### src/dwra_pkg.sv
// ----------------------------------------------------------------------------
// Dual wave row animator package
// Shared types, register indexes and wave constants.
// ----------------------------------------------------------------------------
`default_nettype none

package dwra_pkg;

    // Hidden entries at each end of a wave store.
    localparam int WAVE_LEN = 5;

    typedef logic [2:0] level_t;

    // Configuration register indexes.
    localparam logic [1:0] CFG_FRAME_PERIOD = 2'd0;
    localparam logic [1:0] CFG_FWD_HOLDOFF  = 2'd1;
    localparam logic [1:0] CFG_REV_HOLDOFF  = 2'd2;

    localparam logic [15:0] FRAME_PERIOD_RST = 16'd200;
    localparam logic [15:0] FWD_HOLDOFF_RST  = 16'd1000;
    localparam logic [15:0] REV_HOLDOFF_RST  = 16'd100;

    // Forward levels from entry 0 upward.
    localparam level_t FWD_PATTERN [WAVE_LEN] = '{3'd1, 3'd2, 3'd3, 3'd4, 3'd5};
    // Reverse levels from the last entry downward.
    localparam level_t REV_PATTERN [WAVE_LEN] = '{3'd5, 3'd2, 3'd3, 3'd4, 3'd5};

    typedef enum logic [2:0] {
        ST_IDLE,
        ST_FRAME,
        ST_FWD,
        ST_REV,
        ST_EMIT,
        ST_SPIN
    } state_t;

    typedef enum logic [1:0] {
        GAP_FRAME,
        GAP_FWD,
        GAP_REV
    } gap_sel_t;

    typedef struct packed {
        gap_sel_t gap_sel;
        logic     frame_hit;
        logic     fwd_hit;
        logic     rev_hit;
        logic     rotate;
    } seq_ctrl_t;

endpackage

`default_nettype wire

### src/dual_wave_row_animator.sv
// ----------------------------------------------------------------------------
// Dual wave row animator
// Millisecond tick in, per-row forward and reverse wave levels out.
// ----------------------------------------------------------------------------
// Usage:
// The s_ channel takes one request per millisecond tick: the time and two
// motion sensor levels. When a frame is due, the block advances both waves,
// injects new waves for sensors past their holdoff, and sends ROWS results
// on the m_ channel, row 0 first, with m_last_row set on the final row.
// A tick that starts no frame produces no result.
// Timing: after the request is taken the block passes the frame, forward and
// reverse checks before the first row is valid; each further row follows in the
// cycle after the previous one is taken. After the last row the stores keep
// rotating until a full turn brings them back to their home position; a tick
// without a frame returns to idle after the frame check. The stores rotate
// once per cycle, while not stalled, to bring each row to the readout tap.
// When m_ready is low the current row holds and the stores wait.
// Configuration is a separate cfg_ channel that is always ready; indexes
// 0, 1 and 2 select frame period, forward holdoff and reverse holdoff.
// Reset clears both wave stores and all timers and restores the defaults.
// ----------------------------------------------------------------------------
`default_nettype none

module dual_wave_row_animator #(
    parameter int ROWS = 16
) (
    input  wire logic        aclk,
    input  wire logic        aresetn,

    input  wire logic        s_valid,
    output logic             s_ready,
    input  wire logic [31:0] s_now_ms,
    input  wire logic        s_sensor_a,
    input  wire logic        s_sensor_b,

    output logic             m_valid,
    input  wire logic        m_ready,
    output logic [5:0]       m_row_index,
    output logic [2:0]       m_forward_level,
    output logic [2:0]       m_reverse_level,
    output logic             m_last_row,

    input  wire logic        cfg_valid,
    output logic             cfg_ready,
    input  wire logic [1:0]  cfg_index,
    input  wire logic [15:0] cfg_data
);

    localparam int DEPTH = ROWS + 2 * dwra_pkg::WAVE_LEN;
    localparam int CW    = $clog2(DEPTH);

    logic [15:0] frame_period_reg;
    logic [15:0] fwd_holdoff_reg;
    logic [15:0] rev_holdoff_reg;
    logic [31:0] now_reg;
    logic        sensor_a_reg;
    logic        sensor_b_reg;
    logic [31:0] last_frame_reg;
    logic [31:0] last_fwd_reg;
    logic [31:0] last_rev_reg;

    logic                exceeds;
    logic [CW-1:0]       cnt;
    dwra_pkg::seq_ctrl_t ctrl;

    assign cfg_ready = 1'b1;

    always_ff @(posedge aclk) begin
        if (!aresetn) begin
            frame_period_reg <= dwra_pkg::FRAME_PERIOD_RST;
            fwd_holdoff_reg  <= dwra_pkg::FWD_HOLDOFF_RST;
            rev_holdoff_reg  <= dwra_pkg::REV_HOLDOFF_RST;
        end else if (cfg_valid) begin
            if (cfg_index == dwra_pkg::CFG_FRAME_PERIOD) frame_period_reg <= cfg_data;
            if (cfg_index == dwra_pkg::CFG_FWD_HOLDOFF)  fwd_holdoff_reg  <= cfg_data;
            if (cfg_index == dwra_pkg::CFG_REV_HOLDOFF)  rev_holdoff_reg  <= cfg_data;
        end
    end

    always_ff @(posedge aclk) begin
        if (s_valid && s_ready) begin
            now_reg      <= s_now_ms;
            sensor_a_reg <= s_sensor_a;
            sensor_b_reg <= s_sensor_b;
        end
    end

    always_ff @(posedge aclk) begin
        if (!aresetn) begin
            last_frame_reg <= '0;
            last_fwd_reg   <= '0;
            last_rev_reg   <= '0;
        end else begin
            if (ctrl.frame_hit) last_frame_reg <= now_reg;
            if (ctrl.fwd_hit)   last_fwd_reg   <= now_reg;
            if (ctrl.rev_hit)   last_rev_reg   <= now_reg;
        end
    end

    dwra_gap_unit u_gap (
        .now_ms       (now_reg),
        .last_frame   (last_frame_reg),
        .last_fwd     (last_fwd_reg),
        .last_rev     (last_rev_reg),
        .frame_period (frame_period_reg),
        .fwd_holdoff  (fwd_holdoff_reg),
        .rev_holdoff  (rev_holdoff_reg),
        .sel          (ctrl.gap_sel),
        .exceeds      (exceeds)
    );

    dwra_seq #(
        .ROWS  (ROWS),
        .DEPTH (DEPTH),
        .CW    (CW)
    ) u_seq (
        .aclk     (aclk),
        .aresetn  (aresetn),
        .s_valid  (s_valid),
        .m_ready  (m_ready),
        .exceeds  (exceeds),
        .sensor_a (sensor_a_reg),
        .sensor_b (sensor_b_reg),
        .s_ready  (s_ready),
        .m_valid  (m_valid),
        .cnt      (cnt),
        .ctrl     (ctrl)
    );

    dwra_fwd_store #(
        .DEPTH (DEPTH)
    ) u_fwd (
        .aclk    (aclk),
        .aresetn (aresetn),
        .ctrl    (ctrl),
        .tap     (m_forward_level)
    );

    dwra_rev_store #(
        .DEPTH (DEPTH)
    ) u_rev (
        .aclk    (aclk),
        .aresetn (aresetn),
        .ctrl    (ctrl),
        .tap     (m_reverse_level)
    );

    assign m_row_index = 6'(cnt);
    assign m_last_row  = cnt == CW'(ROWS - 1);

    // The block never takes a new tick while rows are still going out.
    a_busy_while_out: assert property (@(posedge aclk) disable iff (!aresetn)
        m_valid |-> !s_ready)
        else $error("input ready while a row is pending");

    // A taken tick always takes the block out of the idle state in the next cycle.
    a_tick_busy: assert property (@(posedge aclk) disable iff (!aresetn)
        s_valid && s_ready |=> !s_ready)
        else $error("ready held after a tick was taken");

    // The final row ends the burst of results.
    a_last_ends: assert property (@(posedge aclk) disable iff (!aresetn)
        m_valid && m_ready && m_last_row |=> !m_valid)
        else $error("row sent after the last row");

    // Rows advance by one after each taken result within a frame.
    a_row_step: assert property (@(posedge aclk) disable iff (!aresetn)
        m_valid && m_ready && !m_last_row |=>
            m_valid && m_row_index == $past(m_row_index) + 6'd1)
        else $error("row index did not advance by one");

endmodule

`default_nettype wire

### src/dwra_gap_unit.sv
// ----------------------------------------------------------------------------
// Elapsed time compare unit
// Shared subtract and compare: (now - last) > limit, modulo 2^32.
// ----------------------------------------------------------------------------
`default_nettype none

module dwra_gap_unit (
    input  wire logic [31:0]       now_ms,
    input  wire logic [31:0]       last_frame,
    input  wire logic [31:0]       last_fwd,
    input  wire logic [31:0]       last_rev,
    input  wire logic [15:0]       frame_period,
    input  wire logic [15:0]       fwd_holdoff,
    input  wire logic [15:0]       rev_holdoff,
    input  wire dwra_pkg::gap_sel_t sel,
    output logic                   exceeds
);

    logic [31:0] last_sel;
    logic [15:0] limit_sel;
    logic [31:0] elapsed;

    always_comb begin
        case (sel)
            dwra_pkg::GAP_FRAME: begin
                last_sel  = last_frame;
                limit_sel = frame_period;
            end
            dwra_pkg::GAP_FWD: begin
                last_sel  = last_fwd;
                limit_sel = fwd_holdoff;
            end
            dwra_pkg::GAP_REV: begin
                last_sel  = last_rev;
                limit_sel = rev_holdoff;
            end
            default: begin
                last_sel  = last_frame;
                limit_sel = frame_period;
            end
        endcase
    end

    assign elapsed = now_ms - last_sel;
    assign exceeds = elapsed > {16'd0, limit_sel};

endmodule

`default_nettype wire

### src/dwra_fwd_store.sv
// ----------------------------------------------------------------------------
// Forward wave store
// Shift line that moves up at each frame and rotates down for readout.
// ----------------------------------------------------------------------------
`default_nettype none

module dwra_fwd_store #(
    parameter int DEPTH = 26
) (
    input  wire logic                aclk,
    input  wire logic                aresetn,
    input  wire dwra_pkg::seq_ctrl_t ctrl,
    output dwra_pkg::level_t         tap
);

    dwra_pkg::level_t wave_reg  [DEPTH];
    dwra_pkg::level_t wave_next [DEPTH];

    always_comb begin
        for (int k = 0; k < DEPTH; k++) begin
            wave_next[k] = wave_reg[k];
        end
        if (ctrl.frame_hit) begin
            for (int k = 1; k < DEPTH; k++) begin
                wave_next[k] = wave_reg[k-1];
            end
            wave_next[0] = '0;
        end else if (ctrl.fwd_hit) begin
            for (int k = 0; k < dwra_pkg::WAVE_LEN; k++) begin
                wave_next[k] = dwra_pkg::FWD_PATTERN[k];
            end
        end else if (ctrl.rotate) begin
            // Circular rotation toward entry 0; a full turn restores the store.
            for (int k = 0; k < DEPTH - 1; k++) begin
                wave_next[k] = wave_reg[k+1];
            end
            wave_next[DEPTH-1] = wave_reg[0];
        end
    end

    always_ff @(posedge aclk) begin
        if (!aresetn) begin
            for (int k = 0; k < DEPTH; k++) begin
                wave_reg[k] <= '0;
            end
        end else begin
            for (int k = 0; k < DEPTH; k++) begin
                wave_reg[k] <= wave_next[k];
            end
        end
    end

    assign tap = wave_reg[dwra_pkg::WAVE_LEN];

endmodule

`default_nettype wire

### src/dwra_rev_store.sv
// ----------------------------------------------------------------------------
// Reverse wave store
// Shift line that moves down at each frame and rotates down for readout.
// ----------------------------------------------------------------------------
`default_nettype none

module dwra_rev_store #(
    parameter int DEPTH = 26
) (
    input  wire logic                aclk,
    input  wire logic                aresetn,
    input  wire dwra_pkg::seq_ctrl_t ctrl,
    output dwra_pkg::level_t         tap
);

    dwra_pkg::level_t wave_reg  [DEPTH];
    dwra_pkg::level_t wave_next [DEPTH];

    always_comb begin
        for (int k = 0; k < DEPTH; k++) begin
            wave_next[k] = wave_reg[k];
        end
        if (ctrl.frame_hit) begin
            for (int k = 0; k < DEPTH - 1; k++) begin
                wave_next[k] = wave_reg[k+1];
            end
            wave_next[DEPTH-1] = '0;
        end else if (ctrl.rev_hit) begin
            for (int k = 0; k < dwra_pkg::WAVE_LEN; k++) begin
                wave_next[DEPTH-1-k] = dwra_pkg::REV_PATTERN[k];
            end
        end else if (ctrl.rotate) begin
            for (int k = 0; k < DEPTH - 1; k++) begin
                wave_next[k] = wave_reg[k+1];
            end
            wave_next[DEPTH-1] = wave_reg[0];
        end
    end

    always_ff @(posedge aclk) begin
        if (!aresetn) begin
            for (int k = 0; k < DEPTH; k++) begin
                wave_reg[k] <= '0;
            end
        end else begin
            for (int k = 0; k < DEPTH; k++) begin
                wave_reg[k] <= wave_next[k];
            end
        end
    end

    assign tap = wave_reg[dwra_pkg::WAVE_LEN];

endmodule

`default_nettype wire

### src/dwra_seq.sv
// ----------------------------------------------------------------------------
// Frame sequencer
// Steps one request through the three time checks, row output and store turn.
// ----------------------------------------------------------------------------
`default_nettype none

module dwra_seq #(
    parameter int ROWS  = 16,
    parameter int DEPTH = 26,
    parameter int CW    = 5
) (
    input  wire logic                aclk,
    input  wire logic                aresetn,
    input  wire logic                s_valid,
    input  wire logic                m_ready,
    input  wire logic                exceeds,
    input  wire logic                sensor_a,
    input  wire logic                sensor_b,
    output logic                     s_ready,
    output logic                     m_valid,
    output logic [CW-1:0]            cnt,
    output dwra_pkg::seq_ctrl_t      ctrl
);

    dwra_pkg::state_t state_reg, state_next;
    logic [CW-1:0]    cnt_reg, cnt_next;
    logic             row_end;
    logic             turn_end;

    assign row_end  = cnt_reg == CW'(ROWS - 1);
    assign turn_end = cnt_reg == CW'(DEPTH - 1);

    always_comb begin
        state_next = state_reg;
        case (state_reg)
            dwra_pkg::ST_IDLE: begin
                if (s_valid) state_next = dwra_pkg::ST_FRAME;
            end
            dwra_pkg::ST_FRAME: begin
                state_next = exceeds ? dwra_pkg::ST_FWD : dwra_pkg::ST_IDLE;
            end
            dwra_pkg::ST_FWD: begin
                state_next = dwra_pkg::ST_REV;
            end
            dwra_pkg::ST_REV: begin
                state_next = dwra_pkg::ST_EMIT;
            end
            dwra_pkg::ST_EMIT: begin
                if (m_ready && row_end) state_next = dwra_pkg::ST_SPIN;
            end
            dwra_pkg::ST_SPIN: begin
                if (turn_end) state_next = dwra_pkg::ST_IDLE;
            end
            default: begin
                state_next = dwra_pkg::ST_IDLE;
            end
        endcase
    end

    always_comb begin
        ctrl         = '0;
        ctrl.gap_sel = dwra_pkg::GAP_FRAME;
        s_ready      = 1'b0;
        m_valid      = 1'b0;
        case (state_reg)
            dwra_pkg::ST_IDLE: begin
                s_ready = 1'b1;
            end
            dwra_pkg::ST_FRAME: begin
                ctrl.frame_hit = exceeds;
            end
            dwra_pkg::ST_FWD: begin
                ctrl.gap_sel = dwra_pkg::GAP_FWD;
                ctrl.fwd_hit = sensor_a && exceeds;
            end
            dwra_pkg::ST_REV: begin
                ctrl.gap_sel = dwra_pkg::GAP_REV;
                ctrl.rev_hit = sensor_b && exceeds;
            end
            dwra_pkg::ST_EMIT: begin
                m_valid     = 1'b1;
                ctrl.rotate = m_ready;
            end
            dwra_pkg::ST_SPIN: begin
                ctrl.rotate = 1'b1;
            end
            default: begin
                ctrl = '0;
            end
        endcase
    end

    // The counter follows every rotation, so it wraps when the stores are back home.
    always_comb begin
        cnt_next = cnt_reg;
        if (ctrl.rotate) begin
            cnt_next = turn_end ? '0 : cnt_reg + CW'(1);
        end
    end

    always_ff @(posedge aclk) begin
        if (!aresetn) begin
            state_reg <= dwra_pkg::ST_IDLE;
            cnt_reg   <= '0;
        end else begin
            state_reg <= state_next;
            cnt_reg   <= cnt_next;
        end
    end

    assign cnt = cnt_reg;

endmodule

`default_nettype wire
### config.mk
export PLATFORM = sky130hd
export DESIGN_NAME = dual_wave_row_animator
export DESIGN_NICKNAME = d
export VERILOG_FILES = /design/src/dwra_pkg.sv /design/src/dual_wave_row_animator.sv /design/src/dwra_gap_unit.sv /design/src/dwra_fwd_store.sv /design/src/dwra_rev_store.sv /design/src/dwra_seq.sv
export SDC_FILE = /design/constraint.sdc
export NUM_CORES = 1
export LEC_CHECK = 0
export BUFFER_PORTS_ARGS = -buffer_cell sky130_fd_sc_hd__buf_2
export CORE_UTILIZATION = 40
export DETAILED_ROUTE_END_ITERATION = 16
export HOLD_SLACK_MARGIN = 0.03
export PLACE_DENSITY_LB_ADDON = 0.12
export SYNTH_ARGS = -nofsm -noshare
export SYNTH_HDL_FRONTEND = slang
export SYNTH_SLANG_ARGS = --single-unit
export TNS_END_PERCENT = 50
### constraint.sdc
create_clock -name aclk -period 6.54 [get_ports aclk]
set_input_delay 0.654 -clock aclk [delete_from_list [all_inputs] [get_ports aclk]]
set_output_delay 0.654 -clock aclk [all_outputs]
set_load 0.03 [all_outputs]
==> flow_metrics.tcl, run 1 <==
set metrics [dict create \
    drv_cap 0 \
    dp.cells 2277 \
    die_x_um 203 \
    cp_data_required_time_ns 6.98 \
    fmax_mhz 161 \
    worst_pin_slew_ns 1.06 \
    initial_core_util_pct 40.6 \
    clk_path_buf_depth 3 \
    place_ws_ns 0.111 \
    fillers 3900 \
    overflow 0 \
    grt.total_usage_pct 18.7 \
    outcome "complete, no violations" \
    dr.pass1.iters 7 \
    cp-end-kind "register" \
    syn_area_mm2 0.0161 \
    area_growth_pct 13.7 \
    diodes 0 \
    avgSynthCellArea_um2 9.00 \
    netlist_top_cells_area "dfxtp_1 38%, mux2i_1 11%, nand2_1 8.1%" \
    viasPerCell 5.42 \
    io_buffer_count 70 \
    p_leak_nw 7.61 \
    synthTopCellsByCount "348 x nand2_1, 308 x dfxtp_1, 178 x mux2i_1" \
    synth_nets 1900 \
    synth_top_area_share_pct 38.2 \
    worst-path-buf-inv 2 \
    ant_nets 0 \
    hold_ws_ns 0.266 \
    synth_seq_cells 342 \
    ff_latch_area_mm2 0.00720 \
    wl_met2_um 17400 \
    synth_top_cell_by_area "dfxtp_1" \
    clock_skew_ns 0.0219 \
    min-delay-path-class "in -> reg" \
    postCtsHoldBufs 0 \
    grt_pass1_wl_um 63300 \
    top_layer "met4" \
    synthMostInstantiatedCell "nand2_1" \
    setup_viol 0 \
    async_reset_ff_share_pct 0 \
    cts_num_sinks 342 \
    wl_per_cell_um 16.6 \
    slew_headroom_pct 29.1 \
    nNetsFinal 1909 \
    slowest_delay_ns 0.54 \
    root_buffer "clkbuf_16" \
    multi_input_comb_area_mm2 0.00836 \
    fin_crit_sh_pct 94.9 \
    final-hold-violation-count 0 \
    ios 73 \
    cts_tree "built" \
    antenna_found_initial 0 \
    dieArea_mm2 0.0411 \
    drive_gt1_share_pct 11.0 \
    clk_latency_ns 0.56 \
    vias 12783 \
    path_class "reg -> reg" \
    fin_ws_ns 0.331 \
    clk_transition_reported_paths_ns 0.06 \
    wl_um 39200 \
    powerDensity_mw_per_mm2 293 \
    cp_slowest_cell "or4b_4" \
    drv_slew 0 \
    yosysUniqueCellTypes 73 \
    grt_pass1_vias 12230 \
    critPathArrivalTime_ns 6.65 \
    finalNonFillerCells 2357 \
    rows 73 \
    critPathMaxFanout 13 \
    h-tree-depth 2 \
    yosysSeqAreaShare_pct 44.5 \
    hpwl_um 25000 \
    vdd_drop_max_uv 155 \
    grt_max_degree 99 \
    drt-initial-drc-count 685 \
    synthCells 1792 \
    startpoint_type "register" \
    post-route-min-period_ns 6.21 \
    worstPathCellList "buf_4, mux2i_1, nor2_1, a21oi_1, ha_1, and4_1, a32oi_1, nand2_1, o21bai_2, nand2b_1, xor2_1, ha_1, nand4_1, nor4_2, nand2_1, o31a_1, or4_1, or4b_4, a2111oi_4, and4b_1, buf_4, a21oi_1, o221a_2" \
    ys.flop_type "dfxtp_1" \
    gp_congestion 0.882 \
    coreArea_mm2 0.0397 \
    wl_met1_um 19600 \
    fin_area_mm2 0.0183 \
    die_height_um 203 \
    postPlaceCellArea_mm2 0.0168 \
    synth_edf_count 34 \
    cp_top_family "simple AND/OR/NAND/NOR gates" \
    dr_wl_met3_um 1310 \
    ys_warn_count 0 \
    power.total_mw 5.38 \
    drcViolationCount 0 \
    cts_buffers 40 \
]
==> metrics by stage <==
stage                     TNS, ns  util (%)
after detailed placement        0      42.4
after global placement          0      42.4
after CTS                       0      45.9
final                           0      46.2
after floorplan                 0         -
after global routing      -0.0735      46.2
==> report_power, final <==
group	switching (mW)	internal, mW	leakage, nW	total [mW]
combinational	0.522	0.312	4.10	0.835
sequential	0.0494	2.19	2.82	2.24
clock	0.880	1.43	0.696	2.31
==> final timing paths <==
path / start / to / slack (ns) / depth (start not counted)
max: u_seq.state_reg[0] / u_rev.wave_reg[1][21] / 0.33 / 23
min: s_now_ms[8] / now_reg[8] / 0.27 / 1
max reg2reg: u_seq.state_reg[0] / u_rev.wave_reg[1][21] / 0.33 / 23
min reg2reg: u_fwd.wave_reg[0][76] / u_fwd.wave_reg[0][76] / 0.45 / 1
==> area by class of cell <==
cell class	instances	area share, %
multi-input combinational	1300	45.6
tap	525	3.58
clock inverter	11	0.655
sequential	342	39.2
timing repair buffer	100	3.64
inverter	17	0.348
clock buffer	62	6.97
==> placed cells by master (no fill, tap or decap), types with 50 or more instances in the layout <==
cell type	count
nor2_1	91
dfxtp_1	305
ha_1	50
a21o_1	73
nand2_1	348
buf_2	69
o21ai_0	64
mux2i_1	178
a21oi_1	131
nand3_1	58
a22o_1	63
==> cell families (layout without fill, tap and decap cells) <==
| kind of cell | count (synthesis) | after routing | share of synthesized area [%] |
|---|---|---|---|
| AOI/OAI and AO/OA | 456 | 457 | 19.2 |
| xor gates and xnor gates | 16 | 16 | 0.915 |
| adders and majority gates | 51 | 51 | 4.00 |
| buffers and inverters | 152 | 190 | 4.28 |
| DFF | 342 | 342 | 44.5 |
| muxes | 179 | 179 | 11.1 |
| other | 2 | 2 | 0.0465 |
| and+or+nand+nor | 594 | 595 | 15.9 |
==> routing by layer <==
layer  vias up  GRT usage, %
li1       6444             -
met1      6067          25.8
met2       211          29.7
met3        61          3.24
met4         0          5.75
met5         -             0
==> repair_timing <==
| action | 4_1_cts | 5_1_grt |
|---|---|---|
| buffers inserted | 0 | 4 |
| endpoints found under the setup margin | 0 | 183 |
| gates resized for setup | 0 | 10 |
(Power assumes the default switching activity.)
==> run 2, diff against run 1 <==
--- a/config.mk
+++ b/config.mk
@@ -10,6 +10,7 @@
 export DETAILED_ROUTE_END_ITERATION = 16
 export HOLD_SLACK_MARGIN = 0.03
 export PLACE_DENSITY_LB_ADDON = 0.12
+export RECOVER_POWER = 50
 export SYNTH_ARGS = -nofsm -noshare
 export SYNTH_HDL_FRONTEND = slang
 export SYNTH_SLANG_ARGS = --single-unit
==> constraint.sdc (replaced) <==
create_clock -name aclk -period 6.54 [get_ports aclk]
set_input_delay 0.327 -clock aclk [delete_from_list [all_inputs] [get_ports aclk]]
set_output_delay 0.327 -clock aclk [all_outputs]
set_load 0.03 [all_outputs]
==> run 2 against run 1 <==
- total power grew 0.51%
- cell count grew 2.1%
- the flow now finishes with violations (capacitance limit, slew limit)
- highest routed layer unchanged
- via count grew 1.4%
- sequential cell count is the same
- global-route usage grew 0.14 points
- setup slack gained 0.035 ns
- largest cell class unchanged
- worst hold slack lost 0.067 ns
- cell area grew 2.5%
- die area is the same
- combinational power grew 2.5%
- non-clock buffer count grew 50
==> flow_metrics.tcl, run 2 (synthesized netlist as in run 1, its figures left out) <==
set metrics [dict create \
    seqPwrFrac_pct 41.4 \
    grt_use_met3_pct 3.13 \
    grt_pass1_vias 12446 \
    root_buffer "clkbuf_16" \
    vias 12966 \
    drcViolationCount 0 \
    startpoint_type "register" \
    cp-end-kind "register" \
    final_cell_mix "348 x nand2_1, 305 x dfxtp_1, 178 x mux2i_1, 131 x a21oi_1, 91 x nor2_1" \
    clk_latency_ns 0.56 \
    violations "capacitance limit, slew limit" \
    cts_tree "built" \
    fin_ws_ns 0.366 \
    finalNonFillerCells 2407 \
    fin_area_mm2 0.0188 \
    min-delay-path-class "in -> reg" \
    post-route-min-period_ns 6.17 \
    drv_slew 134 \
    worst_pin_slew_ns 4.01 \
    clk_transition_reported_paths_ns 0.06 \
    p_comb_share_pct 15.8 \
    wl_per_cell_um 16.4 \
    dieArea_mm2 0.0411 \
    drt-initial-drc-count 714 \
    postPlaceCellArea_mm2 0.0168 \
    dp.cells 2277 \
    gp_congestion 0.882 \
    clock_skew_ns 0.0229 \
    critPathMaxFanout 13 \
    powerDensity_mw_per_mm2 287 \
    grtUsageMet2_pct 30.1 \
    rows 73 \
    nNetsFinal 1959 \
    intPower_mw 3.95 \
    place_ws_ns 0.111 \
    cp_data_required_time_ns 6.98 \
    drive_gt1_share_pct 9.30 \
    wl_um 39600 \
    die_x_um 203 \
    area_growth_pct 16.5 \
    ant_nets 0 \
    outcome "finished with violations" \
    dr.pass1.iters 7 \
    vdd_drop_max_uv 155 \
    initial_core_util_pct 40.6 \
    top_usage_layer "met2" \
    cts_buffers 40 \
    netSwitchingPower_mw 1.46 \
    hold_ws_ns 0.200 \
    power.total_mw 5.41 \
    path_class "reg -> reg" \
    critPathArrivalTime_ns 6.61 \
    coreArea_mm2 0.0397 \
    clkPwrFrac_pct 42.8 \
    clk_path_buf_depth 3 \
    ios 73 \
    overflow 0 \
    antenna_found_initial 0 \
    grt_pass1_wl_um 63900 \
    io_buffer_count 70 \
    fin_crit_sh_pct 94.4 \
    h-tree-depth 2 \
    viasPerCell 5.39 \
    hpwl_um 25000 \
    fmax_mhz 162 \
    diodes 0 \
    grt_util_met1_pct 26.0 \
    drv_cap 2 \
    final_common_cell "nand2_1" \
    slew_headroom_pct -167 \
    grt.total_usage_pct 18.8 \
    setup_viol 0 \
    swShare_pct 27.0 \
    cts_num_sinks 342 \
    grt_max_degree 99 \
    p_leak_nw 7.73 \
    die_height_um 203 \
    final-hold-violation-count 0 \
]
-- run 2: cell type report --
| class | instances | area (um^2) |
|---|---|---|
| clock buffers | 62 | 1280 |
| clock inverters | 11 | 120 |
| fillers | 3867 | 20900 |
| inverters | 17 | 63.8 |
| multi-input cells | 1300 | 8360 |
| flip-flops and latches | 342 | 7200 |
| well taps | 525 | 657 |
| repair buffers | 150 | 1130 |
-- run 2: final timing paths --
| path | start | end | slack [ns] | cells after the start |
|---|---|---|---|---|
| worst min-delay path | s_valid | u_seq.state_reg[0] | 0.20 | 4 |
| worst min register to register | u_fwd.wave_reg[0][76] | u_fwd.wave_reg[0][76] | 0.45 | 1 |
| worst max register to register | u_seq.state_reg[0] | u_rev.wave_reg[1][21] | 0.37 | 23 |
| worst max-delay path | u_seq.state_reg[0] | u_rev.wave_reg[1][21] | 0.37 | 23 |
-- run 2: power by group through the flow --
stage	Combinational [mW]	Sequential [mW]	Clock [mW]
after CTS	0.837	2.24	2.38
after floorplan	0.615	2.26	0
after detailed placement	0.808	2.28	0
after global placement	0.803	2.28	0
final	0.856	2.24	2.31
after global routing	0.948	2.25	2.47
-- run 2: repair_timing --
item / 4_1_cts / 5_1_grt
endpoints found under the hold margin: 82 / 0
setup endpoints to repair: 0 / 183
gates resized for setup: 0 / 10
hold buffers: 50 / 0
buffers inserted: 0 / 4
-- run 2: worst max-delay path, cell delays in order, from the launching register on --
cell and delay, ns:
dfxtp_4 0.51, buf_4 0.24, mux2i_1 0.23, nor2_1 0.05, a21oi_1 0.12, ha_1 0.33, and4_1 0.24, a32oi_1 0.18
nand2_1 0.19, o21bai_2 0.24, nand2b_1 0.09, xor2_1 0.16, ha_1 0.31, nand4_1 0.16, nor4_2 0.33, nand2_1 0.08
o31a_1 0.16, or4_1 0.52, or4b_4 0.54, a2111oi_4 0.36, and4b_1 0.30, buf_4 0.15, a21oi_1 0.18, o221a_2 0.35
-- run 2: metal layers --
layer	routed length, um	share of wire, %	vias up
met5	0	0	-
met4	962	2.4	0
met3	1380	3.5	60
met2	17600	44	216
met1	19600	50	6153
li1	-	-	6537
-- run 2: metrics by stage --
stage | TNS [ns] | utilization (%)
global placement | 0 | 42.4
finish | 0 | 47.3
CTS | 0 | 47.2
global route | -0.107 | 47.3
floorplan | 0 | -
detailed placement | 0 | 42.4
==> run 3, diff against run 2 <==
--- a/config.mk
+++ b/config.mk
@@ -13,5 +13,6 @@
 export RECOVER_POWER = 50
 export SYNTH_ARGS = -nofsm -noshare
 export SYNTH_HDL_FRONTEND = slang
+export SYNTH_HIERARCHICAL = 1
 export SYNTH_SLANG_ARGS = --single-unit
 export TNS_END_PERCENT = 50
==> run 3 against run 2 <==
- count of clock-buffer cells in the layout is 2 lower
- synthesized area is 2.2% higher
- maximum frequency is 1.2% higher
- critical path type unchanged
- critical path depth is 6 higher
- the flow still finishes with violations (capacitance limit, slew limit)
- worst hold slack worse by 0.13 ns
- combinational power is 47% higher
- cell area is 2.0% higher
==> flow_metrics.tcl, run 3 <==
set metrics [dict create \
    outcome "finished with violations" \
    violations "capacitance limit, slew limit" \
    path_class "reg -> reg" \
    critPathArrivalTime_ns 6.59 \
    hold_ws_ns 0.0687 \
    synthTopCellsByCount "308 x dfxtp_1, 300 x nand2_1, 223 x mux2i_1" \
    startpoint_type "register" \
    cts_tree "built" \
    final_util_pct 47.1 \
    initial_core_util_pct 40.5 \
    ios 73 \
    grt_pass1_vias 12181 \
    ant_nets 0 \
    cts_buffers 41 \
    nNetsFinal 1971 \
    yosysSeqAreaShare_pct 43.6 \
    cp-end-kind "register" \
    ys.flop_type "dfxtp_1" \
    post-route-min-period_ns 6.10 \
    slowest_delay_ns 0.41 \
    synthCells 1790 \
    synth_top_area_share_pct 37.4 \
    clk_path_buf_depth 3 \
    netlist_top_cells_area "dfxtp_1 37%, mux2i_1 14%, nand2_1 6.8%" \
    async_reset_ff_share_pct 0 \
    syn_area_mm2 0.0165 \
    drt-initial-drc-count 755 \
    vdd_drop_max_uv 208 \
    area_growth_pct 16.4 \
    wl_per_cell_um 16.1 \
    viasPerCell 5.29 \
    drv_slew 159 \
    worst-path-buf-inv 4 \
    synthMostInstantiatedCell "dfxtp_1" \
    h-tree-depth 2 \
    finalNonFillerCells 2426 \
    gp_congestion 0.833 \
    fin_tns_setup_ns 0 \
    setup_viol 0 \
    drive_gt1_share_pct 11.7 \
    dieArea_mm2 0.0420 \
    final_common_cell "dfxtp_1" \
    min-delay-path-class "in -> reg" \
    cts_num_sinks 342 \
    power.total_mw 5.85 \
    critPathMaxFanout 13 \
    synth_seq_cells 342 \
    avgSynthCellArea_um2 9.21 \
    clk_transition_reported_paths_ns 0.06 \
    grt_pass1_wl_um 62300 \
    coreArea_mm2 0.0407 \
    fmax_mhz 164 \
    grt.total_usage_pct 18.0 \
    die_height_um 205 \
    fin_crit_sh_pct 93.3 \
    overflow 0 \
    slew_headroom_pct -141 \
    clock_skew_ns 0.0200 \
    synth_top_cell_by_area "dfxtp_1" \
    powerDensity_mw_per_mm2 305 \
    final_cell_mix "308 x dfxtp_1, 300 x nand2_1, 223 x mux2i_1, 114 x nor2b_1, 94 x a21oi_1" \
    drcViolationCount 0 \
    synth_nets 1900 \
    vias 12840 \
    rows 74 \
    cp_data_required_time_ns 7.02 \
    root_buffer "clkbuf_16" \
    io_buffer_count 70 \
    clk_latency_ns 0.57 \
    dr.pass1.iters 8 \
    worst_pin_slew_ns 3.62 \
    die_x_um 205 \
    wl_um 39100 \
    grt_max_degree 146 \
    ys_warn_count 6 \
    yosysUniqueCellTypes 84 \
    drv_cap 3 \
    antenna_found_initial 1 \
    synth_edf_count 34 \
    cp_slowest_cell "or4_1" \
    dp.cells 2292 \
    cp_top_family "compound AO/OA/AOI/OAI gates" \
    hpwl_um 23900 \
    final-hold-violation-count 0 \
    p_leak_nw 7.05 \
]
==> run 3: cell types whose count changed after synthesis, moves of 34 or more <==
cell	previous run	this run
a21o_1	73	12
a21oi_1	132	97
a22o_1	63	0
a22oi_1	16	50
a31oi_1	8	71
mux2i_1	178	223
nand2_1	348	300
nand3_1	58	8
nor2b_1	4	114
==> run 3: metal layers <==
layer / GRT usage, % / up-vias / routed length [um]
li1: - / 6489 / -
met1: 24.1 / 6122 / 18800
met2: 29.4 / 171 / 18200
met3: 3.44 / 58 / 1230
met4: 5.24 / 0 / 850
met5: 0 / - / 0
==> run 3: worst paths after layout <==
| check | cells after the start | slack (ns) | endpoint | startpoint |
|---|---|---|---|---|
| setup / recovery | 29 | 0.44 | u_rev/wave_reg[0][7] | u_seq/state_reg[0] |
| hold / removal | 3 | 0.07 | rev_holdoff_reg[6] | cfg_data[6] |
| setup reg to reg | 29 | 0.44 | u_rev/wave_reg[0][7] | u_seq/state_reg[0] |
| hold reg to reg | 2 | 0.46 | frame_period_reg[15] | frame_period_reg[15] |
==> run 3: area by class of cell <==
class	count	area (um^2)
Multi-Input combinational cell	1292	8560
Tap cell	532	666
Clock buffer	60	1220
Inverter	18	75.1
Antenna cell	1	2.50
Clock inverter	15	110
Fill cell	3920	21600
Timing Repair Buffer	166	1370
Sequential cell	342	7190
==> run 3: what timing repair did <==
| action | in CTS | in global routing |
|---|---|---|
| gates resized for setup | 0 | 29 |
| buffers inserted | 0 | 11 |
| hold buffers | 38 | 0 |
| endpoints found under the hold margin | 39 | 0 |
| setup endpoints to repair | 0 | 251 |
==> run 3: report_power, final <==
part	switching [mW]	total, mW	internal [mW]
clock network	0.912	2.21	1.30
registers	0.102	2.37	2.27
logic	0.724	1.26	0.538
total	1.74	5.85	4.11
==> run 3: logic make-up (layout without fill, tap and decap cells) <==
family,Yosys count,after routing,synth area share (%)
and+or+nand+nor,591,593,17.3
AOI/OAI and AO/OA,399,399,15.1
DFF,342,342,43.6
muxes,224,224,13.6
buffers and inverters,158,259,5.18
adders and majority gates,53,53,4.07
xor gates and xnor gates,21,21,1.12
other,2,3,0.0456
==> run 3: worst register-to-register path: cells and delay by family (launching register included) <==
| kind | cells | cell delay [ns] |
|---|---|---|
| compound gates | 11 | 2.08 |
| fa+ha+maj | 3 | 0.73 |
| mux | 1 | 0.18 |
| flops | 1 | 0.36 |
| simple gates | 9 | 1.87 |
| xor+xnor | 1 | 0.14 |
| buf+inv | 4 | 0.66 |
==> run 3: per-stage QoR <==
step           worst slack (ns)  cell area, um^2
3_5_place_dp             0.0608            17200
5_1_grt                -0.00718            19200
4_1_cts                  0.0153            18900
6_report                  0.438            19200
2_1_floorplan           -0.0233            16500
3_3_place_gp              0.172            17200
